<file path="config.mk">
export PLATFORM = sky130hd
export DESIGN_NAME = radix_heap_priority_queue
export DESIGN_NICKNAME = d
export VERILOG_FILES = /design/src/hdl/rhpq_pkg.sv /design/src/hdl/radix_heap_priority_queue.sv /design/src/hdl/rhpq_ram.sv /design/src/hdl/rhpq_tag_unit.sv
export SDC_FILE = /design/constraint.sdc
export NUM_CORES = 2
export LEC_CHECK = 0
export BUFFER_PORTS_ARGS = -buffer_cell sky130_fd_sc_hd__buf_2
export CAP_MARGIN = 30
export CORE_MARGIN = 1
export CORE_UTILIZATION = 30
export CTS_CLUSTER_DIAMETER = 200
export DETAILED_ROUTE_END_ITERATION = 7
export GPL_TIMING_DRIVEN = 0
export PLACE_DENSITY = 0.48
export SKIP_LAST_GASP = 1
export SLEW_MARGIN = 30
export SYNTH_ARGS = -nofsm -noshare
export SYNTH_HDL_FRONTEND = slang
export SYNTH_HIERARCHICAL = 1
export SYNTH_SLANG_ARGS = --single-unit
</file>
<file path="constraint.sdc">
create_clock -name clk -period 9.58 [get_ports clk]
set_input_delay 0.479 -clock clk [delete_from_list [all_inputs] [get_ports clk]]
set_output_delay 0.479 -clock clk [all_outputs]
set_load 0.005 [all_outputs]
</file>
<file path="src/hdl/rhpq_pkg.sv">
package rhpq_pkg;

  localparam int DEF_CAPACITY    = 64;
  localparam int DEF_KEY_WIDTH   = 32;
  localparam int DEF_NUM_BUCKETS = 33;

  localparam logic OP_INSERT = 1'b0;
  localparam logic OP_DELETE = 1'b1;

  localparam logic [1:0] ST_OK    = 2'd0;
  localparam logic [1:0] ST_EMPTY = 2'd1;
  localparam logic [1:0] ST_FULL  = 2'd2;
  localparam logic [1:0] ST_BELOW = 2'd3;

  typedef struct packed {
    logic        op;
    logic [31:0] key;
  } req_t;

  typedef struct packed {
    logic [31:0] result_key;
    logic [1:0]  status;
    logic [6:0]  entries;
  } rsp_t;

endpackage

</file>
<file path="src/hdl/radix_heap_priority_queue.sv">
// Monotone radix heap priority queue. Each request word either inserts a key or removes the
// current minimum, and every request produces exactly one response word carrying the removed
// key (zero unless a delete succeeded), a status code and the number of keys held afterward.
// Keys live in CAPACITY slots held in three small memories (occupancy, bucket tag, key); all
// work is done by one sequencer that walks the slots one address per cycle, sharing a single
// bucket tag unit. An insert scans for the lowest free slot. A delete that must move to a new
// bucket makes two passes: one finds the lowest occupied bucket and its smallest key, the
// second retags the rest of that bucket; a delete from bucket 0 skips the second pass.
// Rejected requests (delete when empty, insert when full, insert below the minimum) are
// answered without a slot scan. After reset the occupancy memory is cleared, one slot per
// cycle, and stall stays high during that time. The block takes a new request while a
// finished response word is still waiting downstream.
module radix_heap_priority_queue #(
  parameter int CAPACITY    = rhpq_pkg::DEF_CAPACITY,
  parameter int KEY_WIDTH   = rhpq_pkg::DEF_KEY_WIDTH,
  parameter int NUM_BUCKETS = rhpq_pkg::DEF_NUM_BUCKETS
) (
  input  logic           clk,
  input  logic           rst,
  input  logic           req_valid,
  output logic           req_stall,
  input  rhpq_pkg::req_t req,
  output logic           rsp_valid,
  input  logic           rsp_stall,
  output rhpq_pkg::rsp_t rsp
);

  import rhpq_pkg::*;

  localparam int AW = $clog2(CAPACITY);
  localparam int CW = $clog2(CAPACITY + 1);
  localparam int TW = $clog2(NUM_BUCKETS);

  localparam logic [AW:0]   IDX_END   = (AW + 1)'(CAPACITY);
  localparam logic [AW:0]   IDX_ONE   = 1;
  localparam logic [AW-1:0] ADDR_LAST = AW'(CAPACITY - 1);
  localparam logic [CW-1:0] CNT_FULL  = CW'(CAPACITY);
  localparam logic [CW-1:0] CNT_ONE   = 1;

  // Sequencer states.
  localparam logic [2:0] S_CLEAR  = 3'd0;
  localparam logic [2:0] S_IDLE   = 3'd1;
  localparam logic [2:0] S_INS    = 3'd2;
  localparam logic [2:0] S_FIND   = 3'd3;
  localparam logic [2:0] S_COMMIT = 3'd4;
  localparam logic [2:0] S_RETAG  = 3'd5;
  localparam logic [2:0] S_DONE   = 3'd6;

  logic [2:0]           state;
  logic [AW:0]          idx;        // next slot to read; also the clear pointer
  logic                 chk_vld;    // read data for chk_addr is present this cycle
  logic [AW-1:0]        chk_addr;
  logic [CW-1:0]        count;
  logic [KEY_WIDTH-1:0] cur_min;
  logic [KEY_WIDTH-1:0] key_r;
  logic                 have;       // a candidate minimum has been seen in the find pass
  logic [TW-1:0]        low;        // lowest occupied bucket found so far
  logic [KEY_WIDTH-1:0] best;       // smallest key in that bucket
  logic [AW-1:0]        pick;       // slot holding it
  logic [KEY_WIDTH-1:0] res_key;
  logic [1:0]           res_status;

  // Registered memory read data, valid in the cycle after the address.
  logic                 v_rd;
  logic [TW-1:0]        tag_rd;
  logic [KEY_WIDTH-1:0] key_rd;

  logic                 issue;
  logic                 chk_last;
  logic                 ins_hit;
  logic                 retag_hit;
  logic [KEY_WIDTH-1:0] tu_key;
  logic [TW-1:0]        tu_tag;

  logic                 vm_we;
  logic [AW-1:0]        vm_waddr;
  logic                 vm_wdata;

  logic [KEY_WIDTH+31:0] key_ext;
  logic [KEY_WIDTH-1:0]  key_in;
  logic [KEY_WIDTH+31:0] res_key_ext;
  logic [CW+6:0]         cnt_ext;

  // Keys are taken modulo 2**KEY_WIDTH; the response fields are cut back to their port widths.
  assign key_ext     = {{KEY_WIDTH{1'b0}}, req.key};
  assign key_in      = key_ext[KEY_WIDTH-1:0];
  assign res_key_ext = {32'd0, res_key};
  assign cnt_ext     = {7'd0, count};

  assign req_stall = (state != S_IDLE);

  // All three scanning passes read one slot per cycle and look at it in the next cycle.
  assign issue = ((state == S_INS) || (state == S_FIND) || (state == S_RETAG)) &&
                 (idx != IDX_END);
  assign chk_last  = chk_vld && (chk_addr == ADDR_LAST);
  assign ins_hit   = (state == S_INS) && chk_vld && !v_rd;
  assign retag_hit = (state == S_RETAG) && chk_vld && v_rd && (tag_rd == low);

  // The tag unit serves both the insert (new key) and the retag pass (stored key).
  assign tu_key = (state == S_INS) ? key_r : key_rd;

  rhpq_tag_unit #(
    .KEY_WIDTH   (KEY_WIDTH),
    .NUM_BUCKETS (NUM_BUCKETS),
    .TAG_W       (TW)
  ) u_tag_unit (
    .key  (tu_key),
    .base (cur_min),
    .tag  (tu_tag)
  );

  // Occupancy is written by the clearing pass, by an insert and by the removal of the minimum.
  always_comb begin
    vm_we    = 1'b0;
    vm_waddr = chk_addr;
    vm_wdata = 1'b0;
    case (state)
      S_CLEAR: begin
        vm_we    = 1'b1;
        vm_waddr = idx[AW-1:0];
      end
      S_INS: begin
        vm_we    = ins_hit;
        vm_wdata = 1'b1;
      end
      S_COMMIT: begin
        vm_we    = 1'b1;
        vm_waddr = pick;
      end
      default: begin
        vm_we = 1'b0;
      end
    endcase
  end

  rhpq_ram #(
    .WIDTH (1),
    .DEPTH (CAPACITY)
  ) u_valid_mem (
    .clk   (clk),
    .we    (vm_we),
    .waddr (vm_waddr),
    .wdata (vm_wdata),
    .raddr (idx[AW-1:0]),
    .rdata (v_rd)
  );

  rhpq_ram #(
    .WIDTH (TW),
    .DEPTH (CAPACITY)
  ) u_tag_mem (
    .clk   (clk),
    .we    (ins_hit || retag_hit),
    .waddr (chk_addr),
    .wdata (tu_tag),
    .raddr (idx[AW-1:0]),
    .rdata (tag_rd)
  );

  rhpq_ram #(
    .WIDTH (KEY_WIDTH),
    .DEPTH (CAPACITY)
  ) u_key_mem (
    .clk   (clk),
    .we    (ins_hit),
    .waddr (chk_addr),
    .wdata (key_r),
    .raddr (idx[AW-1:0]),
    .rdata (key_rd)
  );

  always_ff @(posedge clk) begin
    if (rst) begin
      state     <= S_CLEAR;
      idx       <= '0;
      chk_vld   <= 1'b0;
      count     <= '0;
      cur_min   <= '0;
      have      <= 1'b0;
      rsp_valid <= 1'b0;
    end else begin
      // The read pipeline only runs in the scanning states, so it is idle in all others.
      chk_vld  <= issue;
      chk_addr <= idx[AW-1:0];
      if (issue) begin
        idx <= idx + IDX_ONE;
      end
      if (rsp_valid && !rsp_stall && (state != S_DONE)) begin
        rsp_valid <= 1'b0;
      end

      case (state)
        S_CLEAR: begin
          if (idx[AW-1:0] == ADDR_LAST) begin
            idx   <= '0;
            state <= S_IDLE;
          end else begin
            idx <= idx + IDX_ONE;
          end
        end

        S_IDLE: begin
          if (req_valid) begin
            key_r      <= key_in;
            idx        <= '0;
            have       <= 1'b0;
            res_key    <= '0;
            res_status <= ST_OK;
            if (req.op == OP_INSERT) begin
              if (count == CNT_FULL) begin
                res_status <= ST_FULL;
                state      <= S_DONE;
              end else if (count == '0) begin
                // The first key of an empty heap becomes the minimum.
                cur_min <= key_in;
                state   <= S_INS;
              end else if (key_in < cur_min) begin
                res_status <= ST_BELOW;
                state      <= S_DONE;
              end else begin
                state <= S_INS;
              end
            end else begin
              if (count == '0) begin
                res_status <= ST_EMPTY;
                state      <= S_DONE;
              end else begin
                state <= S_FIND;
              end
            end
          end
        end

        S_INS: begin
          // A free slot always exists here, since a full heap was rejected.
          if (ins_hit) begin
            count <= count + CNT_ONE;
            state <= S_DONE;
          end
        end

        S_FIND: begin
          // Lowest occupied bucket and its smallest key, in one pass; ties keep the lower slot.
          if (chk_vld && v_rd) begin
            if (!have || (tag_rd < low)) begin
              have <= 1'b1;
              low  <= tag_rd;
              best <= key_rd;
              pick <= chk_addr;
            end else if ((tag_rd == low) && (key_rd < best)) begin
              best <= key_rd;
              pick <= chk_addr;
            end
          end
          if (chk_last) begin
            state <= S_COMMIT;
          end
        end

        S_COMMIT: begin
          count   <= count - CNT_ONE;
          res_key <= best;
          idx     <= '0;
          if (low != '0) begin
            cur_min <= best;
            state   <= S_RETAG;
          end else begin
            state <= S_DONE;
          end
        end

        S_RETAG: begin
          if (chk_last) begin
            state <= S_DONE;
          end
        end

        S_DONE: begin
          if (!rsp_valid || !rsp_stall) begin
            rsp_valid      <= 1'b1;
            rsp.result_key <= res_key_ext[31:0];
            rsp.status     <= res_status;
            rsp.entries    <= cnt_ext[6:0];
            state          <= S_IDLE;
          end
        end

        default: begin
          state <= S_IDLE;
        end
      endcase
    end
  end

endmodule

</file>
<file path="src/hdl/rhpq_ram.sv">
// Simple dual-port RAM: one write port, one read port with registered data.
module rhpq_ram #(
  parameter int WIDTH = 32,
  parameter int DEPTH = 64
) (
  input  logic                     clk,
  input  logic                     we,
  input  logic [$clog2(DEPTH)-1:0] waddr,
  input  logic [WIDTH-1:0]         wdata,
  input  logic [$clog2(DEPTH)-1:0] raddr,
  output logic [WIDTH-1:0]         rdata
);

  logic [WIDTH-1:0] mem [DEPTH];

  always_ff @(posedge clk) begin
    if (we) begin
      mem[waddr] <= wdata;
    end
    rdata <= mem[raddr];
  end

endmodule

</file>
<file path="src/hdl/rhpq_tag_unit.sv">
// Bucket tag: bit length of key XOR base, saturated to the last bucket.
// The highest set bit is found by a binary search over halves of the word.
module rhpq_tag_unit #(
  parameter int KEY_WIDTH   = 32,
  parameter int NUM_BUCKETS = 33,
  parameter int TAG_W       = 6
) (
  input  logic [KEY_WIDTH-1:0] key,
  input  logic [KEY_WIDTH-1:0] base,
  output logic [TAG_W-1:0]     tag
);

  localparam int LV = $clog2(KEY_WIDTH);
  localparam int PW = 1 << LV;
  localparam logic [LV:0] LEN_ONE = 1;

  logic [PW-1:0]       win;
  logic [LV-1:0]       pos;
  logic [LV:0]         len;
  logic [LV+TAG_W:0]   len_ext;

  always_comb begin
    win = PW'(key ^ base);
    pos = '0;
    for (int l = LV - 1; l >= 0; l--) begin
      if ((win >> (1 << l)) != '0) begin
        win    = win >> (1 << l);
        pos[l] = 1'b1;
      end
    end
    len     = (key != base) ? ({1'b0, pos} + LEN_ONE) : '0;
    len_ext = {{TAG_W{1'b0}}, len};
    if (int'(len) > NUM_BUCKETS - 1) begin
      tag = TAG_W'(NUM_BUCKETS - 1);
    end else begin
      tag = len_ext[TAG_W-1:0];
    end
  end

endmodule

</file>
# Yosys cells after proc, flatten, opt, wreduce, memory -nomap -nowiden

Memories as Yosys holds them, arrays and structs flattened. A register that Yosys moved wholly into a read port is not among the register bits.
Index checks and enable logic that the tools add are counted.

Flip-flop bits (word level): 209
Memory bits (writable): 2496
Logic and storage cells: 162
Memories: 3

Memory list:

| name            | depth | bits a word | rd ports | clocked after Yosys merged registers in | wr ports | RTL line       | RTL |
|---|---|---|---|---|---|---|---|
| u_key_mem.mem   | 64    | 32          | 1        | 1                                       | 1        | rhpq_ram.sv:14 | `logic [WIDTH-1:0] mem [DEPTH];` |
| u_tag_mem.mem   | 64    | 6           | 1        | 1                                       | 1        | rhpq_ram.sv:14 |  |
| u_valid_mem.mem | 64    | 1           | 1        | 1                                       | 1        | rhpq_ram.sv:14 |  |

Reductions and logical operators: 42
Eq/ne operators: 26
Bitwise operators: 2
Multiplexer cells: 64
Add/subtract/negate cells: 4
Magnitude comparators: 4

Operators with widths:

| operator            | count |
|---|---|
| $mux 32             | 13 |
| $reduce_bool 32->1  | 5 |
| $pmux 32 s2         | 2 |
| $lt 32x32->1        | 2 |
| $mux 3              | 11 |
| $ne 32x32->1        | 1 |
| $xor 32x32->32      | 1 |
| $mux 7              | 4 |
| $mux 6              | 4 |
| $pmux 3 s7          | 1 |
| $pmux 7 s3          | 1 |
| $ne 2x2->1 const B  | 10 |
| $mux 1              | 19 |
| $add 7x1->7 const B | 2 |
| $pmux 7 s2          | 1 |
| $eq 6x6->1 const B  | 2 |
| $pmux 6 s2          | 1 |
| $reduce_and 4->1    | 3 |
| $reduce_and 6->1    | 2 |
| $logic_and 1x1->1   | 11 |
| $mux 2              | 5 |
| $eq 3x3->1 const B  | 3 |
| $reduce_and 3->1    | 3 |
| $reduce_bool 2->1   | 4 |
| other kinds (21)    | 31 |

# Depth between registers and ports, before layout

Depth after elaboration: 17
Mapped depth: 14
Depth with buffers taken out: 12

# Cells and area by module

Netlist, hierarchy kept.

By module, submodules not included:

| module                    | area an instance (um2) | cells each | times used |
|---|---|---|---|
| rhpq_ram at u_key_mem     | 78517.8                | 3323       | 1 |
| rhpq_ram at u_tag_mem     | 15225.9                | 720        | 1 |
| radix_heap_priority_queue | 9944.5                 | 835        | 1 |
| rhpq_ram at u_valid_mem   | 2914.0                 | 204        | 1 |
| rhpq_tag_unit             | 970.9                  | 113        | 1 |

# Least setup slack after synthesis

No wires, ideal clock.

Path kind: register -> register
From: register state[2]
To: memory u_tag_mem/mem[0][2] in the netlist's numbering, data pin
Data arrival time: 6897 ps
Path buffers: 2
Slack: 2002 ps
Cell stages (with the launch flop): 15
Cell sequence: dfxtp_1 clkbuf_1 nor3b_2 clkbuf_1 mux2_2 xnor2_2 nand3_2 or3b_4 o21a_1 o21ai_1 a2111oi_0 or3b_1 ha_1 o21a_1 nor3_1

Cells in the longest elaborated chain, start to end: 17

RTL lines:

| what                   | RTL line                         | RTL |
|---|---|---|
| start, declared        | radix_heap_priority_queue.sv:49  | `logic [2:0] state;` |
| start signal, assigned | radix_heap_priority_queue.sv:174 | `state <= S_CLEAR;` |
| start signal, assigned | radix_heap_priority_queue.sv:196 | `state <= S_IDLE;` |
| start signal, assigned | radix_heap_priority_queue.sv:212 | `state <= S_DONE;` |
| $eq 3x2->1 *           | radix_heap_priority_queue.sv:100 | `assign tu_key = (state == S_INS) ? key_r : key_rd;` |
| $mux 32 *              | radix_heap_priority_queue.sv:100 |  |
| named net tu_key[22]   | radix_heap_priority_queue.sv:72  | `logic [KEY_WIDTH-1:0] tu_key;` |
| $xor 32x32->32         | rhpq_tag_unit.sv:23              | `win = PW'(key ^ base);` |
| $reduce_bool 32->1     | rhpq_tag_unit.sv:26              | `if ((win >> (1 << l)) != '0) begin` |
| $mux 32                | rhpq_tag_unit.sv:26              |  |
| $reduce_bool 32->1     | rhpq_tag_unit.sv:26              |  |
| $mux 32                | rhpq_tag_unit.sv:26              |  |
| [... 3 more ...]       | -                                |  |
| $mux 32                | rhpq_tag_unit.sv:26              |  |
| $reduce_bool 32->1     | rhpq_tag_unit.sv:26              |  |
| $mux 1                 | rhpq_tag_unit.sv:26              |  |
| $add 5x1->6            | rhpq_tag_unit.sv:31              | `len = (key != base) ? ({1'b0, pos} + LEN_ONE) : '0;` |
| $mux 6 *               | rhpq_tag_unit.sv:31              |  |
| $gt 6x6->1             | rhpq_tag_unit.sv:33              | `if (int'(len) > NUM_BUCKETS - 1) begin` |
| $mux 6 *               | rhpq_tag_unit.sv:33              |  |
| named net tu_tag[2]    | radix_heap_priority_queue.sv:73  | `logic [TW-1:0] tu_tag;` |
| end, declared          | rhpq_ram.sv:14                   |  |

The timed path passes the listed nets; every way through them passes the cells marked *.

# Worst setup path after layout

From: register state[2]
To: memory u_tag_mem/mem[2][2] in the netlist's numbering, data pin

Same word-level chain as after synthesis.

==> results.tsv <==
metric	value	unit
initial core utilization	30.20	%
Yosys cell types	94	
initial antenna violation count	17	
register area	81490	µm²
CTS tree	done	
post-route cell area	130900	µm²
dpl cell area	121100	µm²
Setup WS post-layout	3.350	ns
ys flop type	edfxtp_1	
Worst path max stage delay	0.70	ns
Async S/R FF share, synth	0	%
register area share after synthesis	75.75	%
top cell type's share of synthesized area	74.06	%
# port buffers	78	
1st-iter DRT viols	6682	
Crit. Startpoint	state[2]	
P per Cell Area	199.2	nW/µm²
area leader, netlist	edfxtp_1	
post_cts resized	0	
final hold viol count	0	
crit path to	u_tag_mem/mem[2][2]	
R2R cell count	18	
slowest stage cell, crit path	nor3b_2	
Post-synth EDFFs	2653	
Vias/cell	5.248	
max-slew violation count	0	
actual slew at the worst max-slew pin	1.116	ns
FF-to-FF Start	state[2]	
clock slew at reported path FFs	0.06	ns
final antenna-violating net count	0	
status	complete, but fails checks	
GRT Overall Usage	19.13	%
multi-input logic area	25050	µm²
first-pass GRT wire length	478600	µm
failing checks	design-rule violations	
clk_lat worst skew	0.90	ns
r2r setup slk	3.35	ns
Worst path most repeated cell	buf_4	
htree depth	5	
Stages on worst setup path	18	
Max clock buf depth	4	
Crit Path Class	reg2reg	
die area	361000	µm²
worst vdd ir	0.1292	mV
final setup violation count	0	
core area	356200	µm²
CP Max Fanout	13	
FILL cells	32590	
mean post-synth cell area	20.71	µm²
Cell Chain, Critical Path	clkbuf_1 > nor3b_2 > clkbuf_1 > mux2_2 > xnor2_2 > nand3_2 > or3_1 > nor2_1 > a31oi_1 > a2111oi_0 > or3b_1 > ha_1 > nor3_1 > nor3_2 > buf_4 > buf_4 > buf_4 > buf_4	
period utilisation layout	65.04	%
TritonRoute pass-1 iters	7	
vias in the first global route	57350	
startpoint types	register	
top cells by area, synth	edfxtp_1 (74%), mux4_2 (13%), dfxtp_1 (1.7%)	
Layout area overhead	21.73	%
min cycle time layout	6.230	ns
post-CTS setup buffers	0	
Arr. time, crit path	6.93	ns
clock sink total	2744	
CP Buf/Inv Count	6	
Post-Place Worst Slack	3.492	ns
largest net degree at the start of global routing	65	
Cell Rows	219	
Post-Syn Instances	5195	
total grt overflow	0	
Remaining DRCs	34	
syn nets	5309	
hold crit path type	in2reg	
drt wl/cell	32.22	µm
RSZ-0062 raised after global routing	no	
CP delay by family, top	simple AND/OR/NAND/NOR gates	
routability cong.	0.8719	
DPL Wire Length	250100	µm
final net count	6044	
clk_skew	0.09570	ns
WL final	351700	µm
Setup crit end kind	register	
die height	600.8	µm
Yosys warning total	6	
static leakage	40.61	nW
clock root buffer	clkbuf_16	
layout cell share with drive strength beyond 1	29.30	%
FMAX	160.5	MHz
WP data required	10.28	ns
num ports	80	
register bit total from synthesis	2744	
die span in x	600.8	µm
max_cap viols	0	
Rel. slew slack	25.59	%
Post-Syn Area	107600	µm²
r2r endpoint	u_tag_mem/mem[2][2]	
Num CTS Buffers	295	
DR vias	57280	
==> cell usage after synthesis, types with 15 or more instances <==
library cell,number
buf_2,69
nor2_1,373
clkbuf_1,125
nand4_1,20
buf_4,30
nor3_1,32
a211oi_1,17
ha_1,76
nand2b_1,18
a211oi_2,28
mux4_2,641
a21oi_1,155
mux2i_1,115
nand3_1,36
nand3b_1,18
edfxtp_1,2653
mux2_2,41
buf_6,15
nand2_1,75
dfxtp_1,91
o221ai_1,38
a22oi_1,20
buf_1,22
inv_1,85
nor2b_1,35
o22ai_1,100
o21ai_0,26
==> layer usage <==
layer	vias up	routed length [µm]	global-route usage (%)	part of all wire (%)
li1	23110	-	-	-
met1	31280	146400	25.91	42
met2	2393	166500	31.01	47
met3	502	26120	3.561	7.4
met4	0	12620	6.290	3.6
met5	-	0	0	0
==> flip-flops by register name (all words and copies together), names as in the netlist, 6 cells and up <==
| signal | count |
|---|---|
| best | 32 |
| chk_addr | 6 |
| count | 7 |
| cur_min | 32 |
| idx | 7 |
| key_r | 32 |
| low | 6 |
| pick | 6 |
| res_key | 32 |
| rsp | 41 |
| u_key_mem/mem | 2048 |
| u_key_mem/rdata | 32 |
| u_tag_mem/mem | 384 |
| u_tag_mem/rdata | 6 |
| u_valid_mem/mem | 64 |
==> kinds of logic after synthesis <==
| kind of cell | synth area share [%] |
|---|---|
| flops | 75.75 |
| mux | 15.24 |
| simple gates | 2.996 |
| compound gates | 3.161 |
| buf+inv | 1.548 |
| fa+ha+maj | 0.9026 |
| xor+xnor | 0.4036 |
==> placed cells by master (no fill, tap or decap), drive strengths merged, types with 24 or more instances in the layout <==
cell type | Yosys | final
a211oi | 45 | 45
a21oi | 155 | 155
mux4 | 654 | 654
o22ai | 100 | 100
nor2b | 35 | 35
nor2 | 373 | 373
bufinv | 0 | 24
nor3 | 34 | 34
mux2i | 115 | 115
nand2 | 75 | 75
ha | 76 | 76
dfxtp | 91 | 91
buf | 139 | 543
clkinv | 0 | 88
o21ai | 34 | 34
dlygate4sd3 | 0 | 34
inv | 85 | 95
nand3 | 38 | 38
edfxtp | 2653 | 2653
clkbuf | 125 | 515
mux2 | 41 | 41
xnor2 | 24 | 24
o221ai | 38 | 38
==> power breakdown <==
group | switching [mW] | leakage, nW | internal [mW] | total [mW]
combinational | 1.04 | 11.5 | 0.647 | 1.69
clock | 4.71 | 4.56 | 6.56 | 11.3
sequential | 0.0376 | 24.6 | 13.1 | 13.1
==> worst register-to-register path: stages, from the launching register on <==
cell and delay [ns]:
dfxtp_1 0.30, clkbuf_1 0.20, nor3b_2 0.70, clkbuf_1 0.63, mux2_2 0.45, xnor2_2 0.27, nand3_2 0.17, or3_1 0.43
nor2_1 0.35, a31oi_1 0.14, a2111oi_0 0.50, or3b_1 0.20, ha_1 0.22, nor3_1 0.09, nor3_2 0.45, buf_4 0.30
buf_4 0.22, buf_4 0.21, buf_4 0.21
==> worst min-delay path by stage <==
stage                            from  endpoint  slack, ns  cells past startpoint
after floorplan            res_key[1]   rsp[10]       0.40                      0
after global placement    res_key[27]   rsp[36]       0.40                      0
after detailed placement  res_key[28]   rsp[37]       0.40                      0
after CTS                   req_valid    idx[3]       0.01                      4
after global routing        req_valid    idx[3]       0.13                      4
final                       req_valid    idx[3]       0.11                      4
==> timing repair <==
action,in CTS,in global routing
endpoints found under the hold margin,59,0
setup endpoints to repair,0,0
hold buffers,34,0
==> metrics by stage <==
step	utilization (%)	cells	hold slack [ns]	power [mW]	setup TNS (ns)
floorplan	-	5195	0.4003	14.31	0
global placement	31.98	10020	0.4030	15.01	-517.13
detailed placement	34.01	10350	0.4045	15.06	0
CTS	36.74	10900	0.01069	26.32	0
global route	36.75	10910	0.1277	26.80	0
finish	36.76	10920	0.1078	26.08	0
==> final cells by class <==
class	instances	share of cell area, %
flip-flops and latches	2744	62.23
multi-input cells	2102	19.13
clock buffers	390	6.150
repair buffers	438	5.592
well taps	4751	4.540
plain buffers	264	1.066
clock inverters	133	1.030
inverters	85	0.2456
diodes	8	0.01529
No activity file was read; power rests on OpenSTA's default activity.
